==> src/rtl/core/mpq_pkg.sv <==
package mpq_pkg;

  localparam int ARRAY_SLOTS = 16;
  // one slot of the store is never used, so the chain holds one fewer
  localparam int NUM_CELLS   = ARRAY_SLOTS - 1;
  localparam int COUNT_W     = $clog2(NUM_CELLS + 1);
  localparam int DATA_W      = 32;
  localparam int ECOUNT_W    = 4;

  typedef enum logic {
    KIND_INSERT = 1'b0,
    KIND_REMOVE = 1'b1
  } kind_t;

  typedef enum logic [1:0] {
    ST_DONE  = 2'd0,
    ST_FULL  = 2'd1,
    ST_EMPTY = 2'd2
  } status_t;

  typedef struct packed {
    kind_t                     kind;
    logic signed [DATA_W-1:0]  value;
  } in_t;

  typedef struct packed {
    status_t                   status;
    logic signed [DATA_W-1:0]  removed_value;
    logic                      top_valid;
    logic signed [DATA_W-1:0]  top_value;
    logic [ECOUNT_W-1:0]       entry_count;
  } out_t;

  // what a cell shows its neighbors
  typedef struct packed {
    logic                      valid;
    logic signed [DATA_W-1:0]  value;
  } nb_t;

  // broadcast to every cell
  typedef struct packed {
    logic                      ins;
    logic                      rem;
    logic signed [DATA_W-1:0]  value;
  } cell_ctl_t;

endpackage

==> src/rtl/core/mpq_cell.sv <==
module mpq_cell
  import mpq_pkg::*;
(
  input  logic      clk,
  input  logic      rst,
  input  cell_ctl_t ctl,
  input  nb_t       left,
  input  logic      left_take,
  input  nb_t       right,
  output nb_t       own,
  output logic      take
);

  logic                     valid;
  logic signed [DATA_W-1:0] value;

  // an empty cell counts as smaller than anything
  assign take = !valid || (ctl.value > value);
  assign own  = '{valid: valid, value: value};

  always_ff @(posedge clk) begin
    if (rst) begin
      valid <= 1'b0;
    end else if (ctl.rem) begin
      valid <= right.valid;
    end else if (ctl.ins && take) begin
      valid <= left_take ? left.valid : 1'b1;
    end
  end

  always_ff @(posedge clk) begin
    if (ctl.rem) begin
      value <= right.value;
    end else if (ctl.ins && take) begin
      value <= left_take ? left.value : ctl.value;
    end
  end

endmodule

==> src/rtl/core/max_priority_queue.sv <==
// a word taken while idle is held in pend with busy high; the compare and shift of the cell
// chain is done in a single step, registered in the cells together with result and done
// a new word is not taken while busy is high (busy is high for the cycle after start)
// reset: synchronous rst empties the queue; the receiver cannot stall, so done lasts one cycle
module max_priority_queue
  import mpq_pkg::*;
(
  input  logic clk,
  input  logic rst,
  input  logic start,
  output logic busy,
  input  in_t  item,
  output logic done,
  output out_t result
);

  in_t                 pend;
  logic [COUNT_W-1:0]  count;
  logic [COUNT_W-1:0]  count_next;
  cell_ctl_t           ctl;
  nb_t                 cell_nb   [NUM_CELLS];
  logic                take      [NUM_CELLS];
  logic [NUM_CELLS-1:0] valid_vec;
  logic                is_full;
  logic                is_empty;
  out_t                res_next;

  assign is_full  = (count == COUNT_W'(NUM_CELLS));
  assign is_empty = (count == '0);

  always_comb begin
    ctl.ins   = busy && (pend.kind == KIND_INSERT) && !is_full;
    ctl.rem   = busy && (pend.kind == KIND_REMOVE) && !is_empty;
    ctl.value = pend.value;
  end

  for (genvar i = 0; i < NUM_CELLS; i++) begin : g_cell
    nb_t  left_nb;
    nb_t  right_nb;
    logic left_take;
    if (i == 0) begin : g_first
      assign left_nb   = '{valid: 1'b0, value: '0};
      assign left_take = 1'b0;
    end else begin : g_mid
      assign left_nb   = cell_nb[i-1];
      assign left_take = take[i-1];
    end
    if (i == NUM_CELLS - 1) begin : g_last
      assign right_nb = '{valid: 1'b0, value: '0};
    end else begin : g_inner
      assign right_nb = cell_nb[i+1];
    end
    mpq_cell u_cell (
      .clk       (clk),
      .rst       (rst),
      .ctl       (ctl),
      .left      (left_nb),
      .left_take (left_take),
      .right     (right_nb),
      .own       (cell_nb[i]),
      .take      (take[i])
    );
    assign valid_vec[i] = cell_nb[i].valid;
  end

  always_comb begin
    count_next = count;
    res_next   = '0;
    res_next.status = ST_DONE;
    if (pend.kind == KIND_INSERT) begin
      if (is_full) begin
        res_next.status    = ST_FULL;
        res_next.top_value = cell_nb[0].value;
      end else begin
        count_next         = count + 1'b1;
        res_next.top_value = take[0] ? pend.value : cell_nb[0].value;
      end
    end else begin
      if (is_empty) begin
        res_next.status = ST_EMPTY;
      end else begin
        count_next             = count - 1'b1;
        res_next.removed_value = cell_nb[0].value;
        // the second cell moves up to the head
        if (NUM_CELLS > 1) begin
          res_next.top_value = cell_nb[NUM_CELLS > 1 ? 1 : 0].value;
        end
      end
    end
    res_next.top_valid   = (count_next != '0);
    if (count_next == '0) begin
      res_next.top_value = '0;
    end
    res_next.entry_count = ECOUNT_W'(count_next);
  end

  always_ff @(posedge clk) begin
    if (rst) begin
      busy  <= 1'b0;
      done  <= 1'b0;
      count <= '0;
    end else begin
      done <= busy;
      if (busy) begin
        busy  <= 1'b0;
        count <= count_next;
      end else if (start) begin
        busy <= 1'b1;
      end
    end
  end

  always_ff @(posedge clk) begin
    if (start && !busy) begin
      pend <= item;
    end
    if (busy) begin
      result <= res_next;
    end
  end

  // occupied cells always match the entry count
  assert property (@(posedge clk) disable iff (rst)
    $countones(valid_vec) == int'(count))
    else $error("cell occupancy differs from entry count");

  assert property (@(posedge clk) disable iff (rst)
    count <= COUNT_W'(NUM_CELLS))
    else $error("entry count beyond capacity");

  // head cell is at least the second cell whenever the second cell is occupied
  assert property (@(posedge clk) disable iff (rst)
    cell_nb[NUM_CELLS > 1 ? 1 : 0].valid |->
      (cell_nb[0].value >= cell_nb[NUM_CELLS > 1 ? 1 : 0].value))
    else $error("head cell is not the maximum");

  assert property (@(posedge clk) disable iff (rst)
    done |-> ($past(busy) && !busy))
    else $error("result without a word in flight");

endmodule
==> config.mk <==
export PLATFORM = sky130hd
export DESIGN_NAME = max_priority_queue
export DESIGN_NICKNAME = d
export VERILOG_FILES = /design/src/rtl/core/mpq_pkg.sv /design/src/rtl/core/mpq_cell.sv /design/src/rtl/core/max_priority_queue.sv
export SDC_FILE = /design/constraint.sdc
export NUM_CORES = 2
export LEC_CHECK = 0
export BUFFER_PORTS_ARGS = -buffer_cell sky130_fd_sc_hd__clkbuf_2
export CAP_MARGIN = 20
export CORE_MARGIN = 10
export CORE_UTILIZATION = 30
export CTS_BUF_LIST = sky130_fd_sc_hd__clkbuf_8
export DETAILED_ROUTE_END_ITERATION = 8
export PLACE_DENSITY = 0.44
export SLEW_MARGIN = 20
export SYNTH_ARGS = -nofsm -noshare
export SYNTH_HDL_FRONTEND = slang
export SYNTH_SLANG_ARGS = --single-unit
==> constraint.sdc <==
create_clock -name clk -period 7.85 [get_ports clk]
set_clock_uncertainty 0.2 [all_clocks]
set_input_delay 0 -clock clk [delete_from_list [all_inputs] [get_ports clk]]
set_output_delay 0 -clock clk [all_outputs]
set_load 0.005 [all_outputs]
Yosys cells after proc, flatten, opt, wreduce, memory -nomap -nowiden
Index checks and enable logic that the tools add are counted.
{ "word_totals": {"wordCells": 227, "in_bits": 36, "register_bits": 605} }
{ "classes": {"order_cmp": 15, "n_eq_ne": 1, "add_sub_neg": 2, "mux": 95, "reduce_logical": 73, "n_bitwise": 1} }
{ "op_table": {"columns": ["op", "n"], "rows": [
  ["32-bit two-way mux", 46],
  ["32-bit greater-than comparator", 15],
  ["1-bit two-way mux", 44],
  ["2-bit nonzero test", 14],
  ["1-bit logical AND", 20],
  ["1-bit logical NOT", 18],
  ["1-bit logical OR", 15],
  ["4-bit two-way mux", 3],
  ["4-bit logical NOT", 2],
  ["2-bit OR reduction", 3],
  ["4-bit by 1-bit adder with 4-bit output (second input constant)", 1],
  ["4-bit equality test (second input constant)", 1],
  ["2-bit two-way mux", 2],
  ["4-bit nonzero test", 1],
  ["4-bit by 1-bit subtractor with 4-bit output (second input constant)", 1],
  ["1-bit inverter", 1]
]} }

Logic depth before layout (Yosys ltp)
{ "depth": {"depth_word": 6, "ltp_mapped": 13} }

Cells and area by module
A second synthesis with hierarchy kept.
{ "hier_totals": {"hier_cells": 4358, "hier_area_um2": 42838.6} }
{ "by_module_without_submodules": {"columns": ["mod", "seq_area_each_um2", "area_per_inst_um2", "cells_per_inst", "instances"], "rows": [
  ["mpq_cell", 980.9, 2508.7, 264, 15],
  ["max_priority_queue", 3243.1, 5208.7, 398, 1]
]} }

Least setup slack after synthesis
Ideal clock, no wire load.
{ "synth_timing": {"path_kind": "register to register", "from": "reg busy", "to": "reg g_cell[0].u_cell.value[0] (enable)", "path_buffers": 2, "setup_slack_ns": 2.159, "period_less_slack_ns": 5.691, "arrival_ns": 5.026, "setup_ns": 0.466, "stages_incl_launch_ff": 5, "cell_sequence": "dfxtp_1 clkbuf_1 nand2_1 clkbuf_1 o21ai_0"} }
{ "synth_between": {"elab_chain_len": 4, "word_cells_on_any_way": 6, "cone_classes": "6 x reduce/logical"} }
{ "synth_rtl": {"columns": ["item", "line", "source"], "rows": [
  ["start: declaration", "max_priority_queue.sv:11", "output logic busy,"],
  ["start signal: assignment", "max_priority_queue.sv:99", "busy <= 1'b0;"],
  ["start signal: assignment", "max_priority_queue.sv:105", "busy <= 1'b0;"],
  ["start signal: assignment", "max_priority_queue.sv:108", "busy <= 1'b1;"],
  ["1-bit logical AND (2 in a row)", "max_priority_queue.sv:32", "ctl.ins = busy && (pend.kind == KIND_INSERT) && !is_full;"],
  ["1-bit logical AND", "mpq_cell.sv:34", "end else if (ctl.ins && take) begin"],
  ["2-bit nonzero test (no source line) (*)", null, null],
  ["end signal: assignment", "mpq_cell.sv:33", "value <= right.value;"],
  ["end signal: assignment", "mpq_cell.sv:35", "value <= left_take ? left.value : ctl.value;"],
  ["end: declaration", "mpq_cell.sv:15", "logic signed [DATA_W-1:0] value;"]
]} }
Every way passes the cells marked *; elsewhere a longest branch is shown, timed or not.
A chain may end at the register's enable or synchronous reset.

Worst setup path after layout
{ "layout_timing": {"from": "reg pend, in the netlist ctl[29]", "to": "reg g_cell[2].u_cell.value[18] (enable)"} }
{ "layout_between": {"elab_chain_len": 4} }
{ "layout_rtl": {"columns": ["item", "line", "source"], "rows": [
  ["start: declaration", "max_priority_queue.sv:17", "in_t pend;"],
  ["start signal: assignment", "max_priority_queue.sv:115", "pend <= item;"],
  ["32-bit greater-than comparator", "mpq_cell.sv:18", "assign take = !valid || (ctl.value > value);"],
  ["1-bit logical OR", "mpq_cell.sv:18", null],
  ["1-bit logical AND", "mpq_cell.sv:34", null],
  ["2-bit nonzero test (no source line)", null, null],
  ["end signal: assignment", "mpq_cell.sv:33", null],
  ["end signal: assignment", "mpq_cell.sv:35", null],
  ["end: declaration", "mpq_cell.sv:15", null]
]} }
Every way passes these cells.

==> impl_results.md <==
- Synthesized Nets: 4577
- Leak: 0.0191 uW
- Crit Path Max Fanout: 65
- Vias per cell: 5.27
- Switch share: 31.5%
- Largest net degree at the start of global routing: 201
- Maxcap violations: 0
- H-tree depth: 3
- Design Area, Final: 46000 um2
- Num rows: 134
- Delay-heaviest family, CP: simple AND/OR/NAND/NOR gates
- Tmin final: 5150 ps
- Crit-path cells: ha_1, and3_1, nand4_1, nor4_1, o311a_1, or4_1, a31o_4, nand2_1, nand2_1, buf_4
- Max clock buf depth: 3
- # IOs: 109
- Gate power share: 19.9%
- #FFs+latches synth: 605
- Clock Sinks: 605
- Fin. Hold Viols: 0
- Sequential power share: 45.3%
- Final ANT Viol Nets: 0
- Dpl hpwl: 97400 um
- Flop2flop setup slack: 2700 ps
- Number of slew-limit violations in the final report: 0
- IR drop worst, VDD: 0.128 mV
- First drt pass iteration count: 7
- Clock Pin Slew Worst Setup and Hold Paths: 60 ps
- Hold Crit Class: in -> reg
- Critical Path AT: 5460 ps
- Initial antenna violation count: 4
- Global-route wire length before repair: 201000 um
- Max incr delay on CP: 860 ps
- EDFF count, synth: 552
- Die Width: 388 um
- Gpl congestion: 0.849
- Worst Path Buf+Inv: 1
- Setup violators final: 0
- Critical path's slowest cell: a31o_4
- Tot GR Track Use: 17.1%
- Cell count after synthesis: 4059
- Crit end category: flop
- Mapped cell area: 40600 um2
- Post-CTS Setup Bufs: 0
- Area Growth Syn to Fin: 13.2%
- Initial Util: 30.3%
- Setup tns final: 0 ps
- Critical path data required time: 8160 ps
- Power share of the clock group: 34.7%
- CP dominant cell by count: nand2_1
- Post-synth top flop: edfxtp_1
- Clock latency at the later pin of the worst-skew pair: 830 ps
- Starting DRT DRC Count: 2655
- Wire per inst: 22.0 um
- Worst Tran Pin Value: 1090 ps
- Max_slew headroom: 27.1%
- NetSw: 2800 uW
- Number of global-route vias before repair: 31900
- DRC violations left: 0
- Layout fillers: 13700
- Final worst path period share: 65.6%
- Fmax: 0.194 GHz
- Netlist cell types: 68
- Overall power: 8910 uW
- Placed cell area: 43000 um2
- Core footprint: 134000 um2
- Ys Warns: 0
- PortBufs: 108
- Die area: 151000 um2
- GRT Residual Overflow: 0
- PostCTS Resize Cnt: 0
- Chip height: 388 um
- Status: complete, no violations
- Ys async rst share: 0%
- CTS root buf: clkbuf_8
- Crit path kind: reg -> reg
- TritonCTS buffer count: 120
- Layout cells sized above 1: 10.1%
- Seq/Total Area, Yosys: 43.4%
- Fin nets: 4703
- Internal: 6110 uW
- Vias post-DR: 31900
- TritonCTS clock tree: done
- Syn Area/Cell: 10.0 um2
- DRT Wirelength: 133000 um
- PwrDens: 194 nW/um2
- Type of origin of the critical path: flop
- RSZ-0062 raised after global routing: false
sequential cells by signal, indices dropped and copies added (netlist names):
register             flops
busy                     1
g_cell.u_cell.value    480
count                    4
g_cell.u_cell.valid     15
ctl                     32
pend                     1
result                  71
done                     1
area by class of cell:
class,count,area (um2),share of cell area [%]
Antenna cell,2,5.00,0.0109
Clock buffer,129,1780,3.86
Clock inverter,97,453,0.985
Inverter,500,1880,4.08
Tap cell,1768,2210,4.81
Timing Repair Buffer,260,1930,4.20
Sequential cell,605,17600,38.4
Multi-Input combinational cell,2698,20100,43.7
worst min-delay path, stage by stage:
cell,delay (ps)
dlygate4sd3_1,530
clkbuf_2,110
nor2b_4,240
synthesized netlist by cell type (10+ instances only):
| cell | instances | area (um2) |
|---|---|---|
| o221ai_1 | 187 | 1640 |
| inv_1 | 500 | 1880 |
| a221oi_1 | 15 | 131 |
| o221ai_2 | 31 | 465 |
| buf_6 | 10 | 113 |
| edfxtp_1 | 552 | 16600 |
| a21oi_1 | 259 | 1300 |
| buf_1 | 13 | 48.8 |
| o21ai_0 | 259 | 1300 |
| ha_1 | 482 | 6030 |
| a21o_1 | 38 | 285 |
| clkbuf_1 | 156 | 586 |
| a2111oi_0 | 13 | 114 |
| a22oi_1 | 34 | 255 |
| a221oi_2 | 26 | 390 |
| nor3_1 | 26 | 130 |
| o2bb2ai_1 | 33 | 289 |
| a211oi_1 | 15 | 113 |
| nand3b_1 | 11 | 82.6 |
| nor2b_1 | 24 | 150 |
| mux2i_1 | 197 | 1970 |
| nor4_1 | 25 | 156 |
| dfxtp_1 | 53 | 1060 |
| buf_4 | 33 | 248 |
| nand3_1 | 260 | 1300 |
| nand2_1 | 361 | 1360 |
| o211ai_1 | 22 | 165 |
| a31oi_1 | 11 | 68.8 |
| buf_2 | 44 | 220 |
| and2_1 | 36 | 225 |
| nand4_1 | 92 | 576 |
| nor2_1 | 128 | 480 |
cell usage in the layout, fill, tap and decap left out, types with 34 or more instances in the layout:
master and instances:
o21ai_0 252, nand4_1 92, a21oi_1 259, o221ai_1 187, dlygate4sd3_1 68, a22oi_1 34
nand3_1 260, and2_1 34, mux2i_1 197, dfxtp_1 52, a21o_1 38, buf_4 79
inv_1 565, clkbuf_2 108, clkbuf_8 129, nand2_1 360, edfxtp_1 552, ha_1 482
nor2_1 128
worst paths after layout:
check / from / end / cells past startpoint
worst min register to register: g_cell[14].u_cell.value[20]$_SDFFE_PP0P_ / g_cell[14].u_cell.value[20]$_SDFFE_PP0P_ / 2
worst max-delay path: ctl[29]$_DFFE_PP_ / g_cell[2].u_cell.value[18]$_DFFE_PP_ / 10
worst max register to register: ctl[29]$_DFFE_PP_ / g_cell[2].u_cell.value[18]$_DFFE_PP_ / 10
worst min-delay path: start / pend[32]$_DFFE_PP_ / 3
cell families (layout without fill, tap and decap cells):
kind of cell               after synthesis  after routing  synth area share (%)
adders and majority gates              482            482                  14.8
DFF                                    605            605                  43.4
muxes                                  197            197                  4.85
and+or+nand+nor                       1007           1007                  11.8
buffers and inverters                  756            986                  7.61
xor gates and xnor gates                 3              3                0.0647
other                                    0              2                     0
AOI/OAI and AO/OA                     1009           1009                  17.4
power groups by stage:
stage | clock [uW] | sequential, uW | combinational, uW
final | 3100 | 4040 | 1780
after global placement | 0 | 4100 | 1730
after CTS | 3210 | 4040 | 1790
after floorplan | 0 | 4050 | 1210
after global routing | 3350 | 4070 | 2010
after detailed placement | 0 | 4100 | 1750
timing repair:
action,in CTS,in global routing
hold endpoints to repair,87,0
endpoints found under the setup margin,0,0
hold buffers,68,0
through the flow:
step | hold slack (ps) | cells | util [%] | worst slack [ps]
2_1_floorplan | -110 | 4059 | - | 2160
3_3_place_gp | -20.2 | 5761 | 32.1 | 2500
3_5_place_dp | -19.4 | 5761 | 32.1 | 2500
4_1_cts | 6.89 | 6055 | 34.3 | 2490
5_1_grt | 39.6 | 6058 | 34.3 | 2250
6_report | 80.4 | 6059 | 34.3 | 2700
layer usage:
| layer | GRT usage (%) | part of all wire (%) | up-vias |
|---|---|---|---|
| li1 | - | - | 15400 |
| met1 | 24.9 | 49 | 15500 |
| met2 | 25.9 | 43 | 850 |
| met3 | 2.40 | 5.0 | 207 |
| met4 | 5.68 | 3.3 | 2 |
| met5 | 0 | 0.0098 | - |
Note: power is estimated with default switching activity, not from simulation.
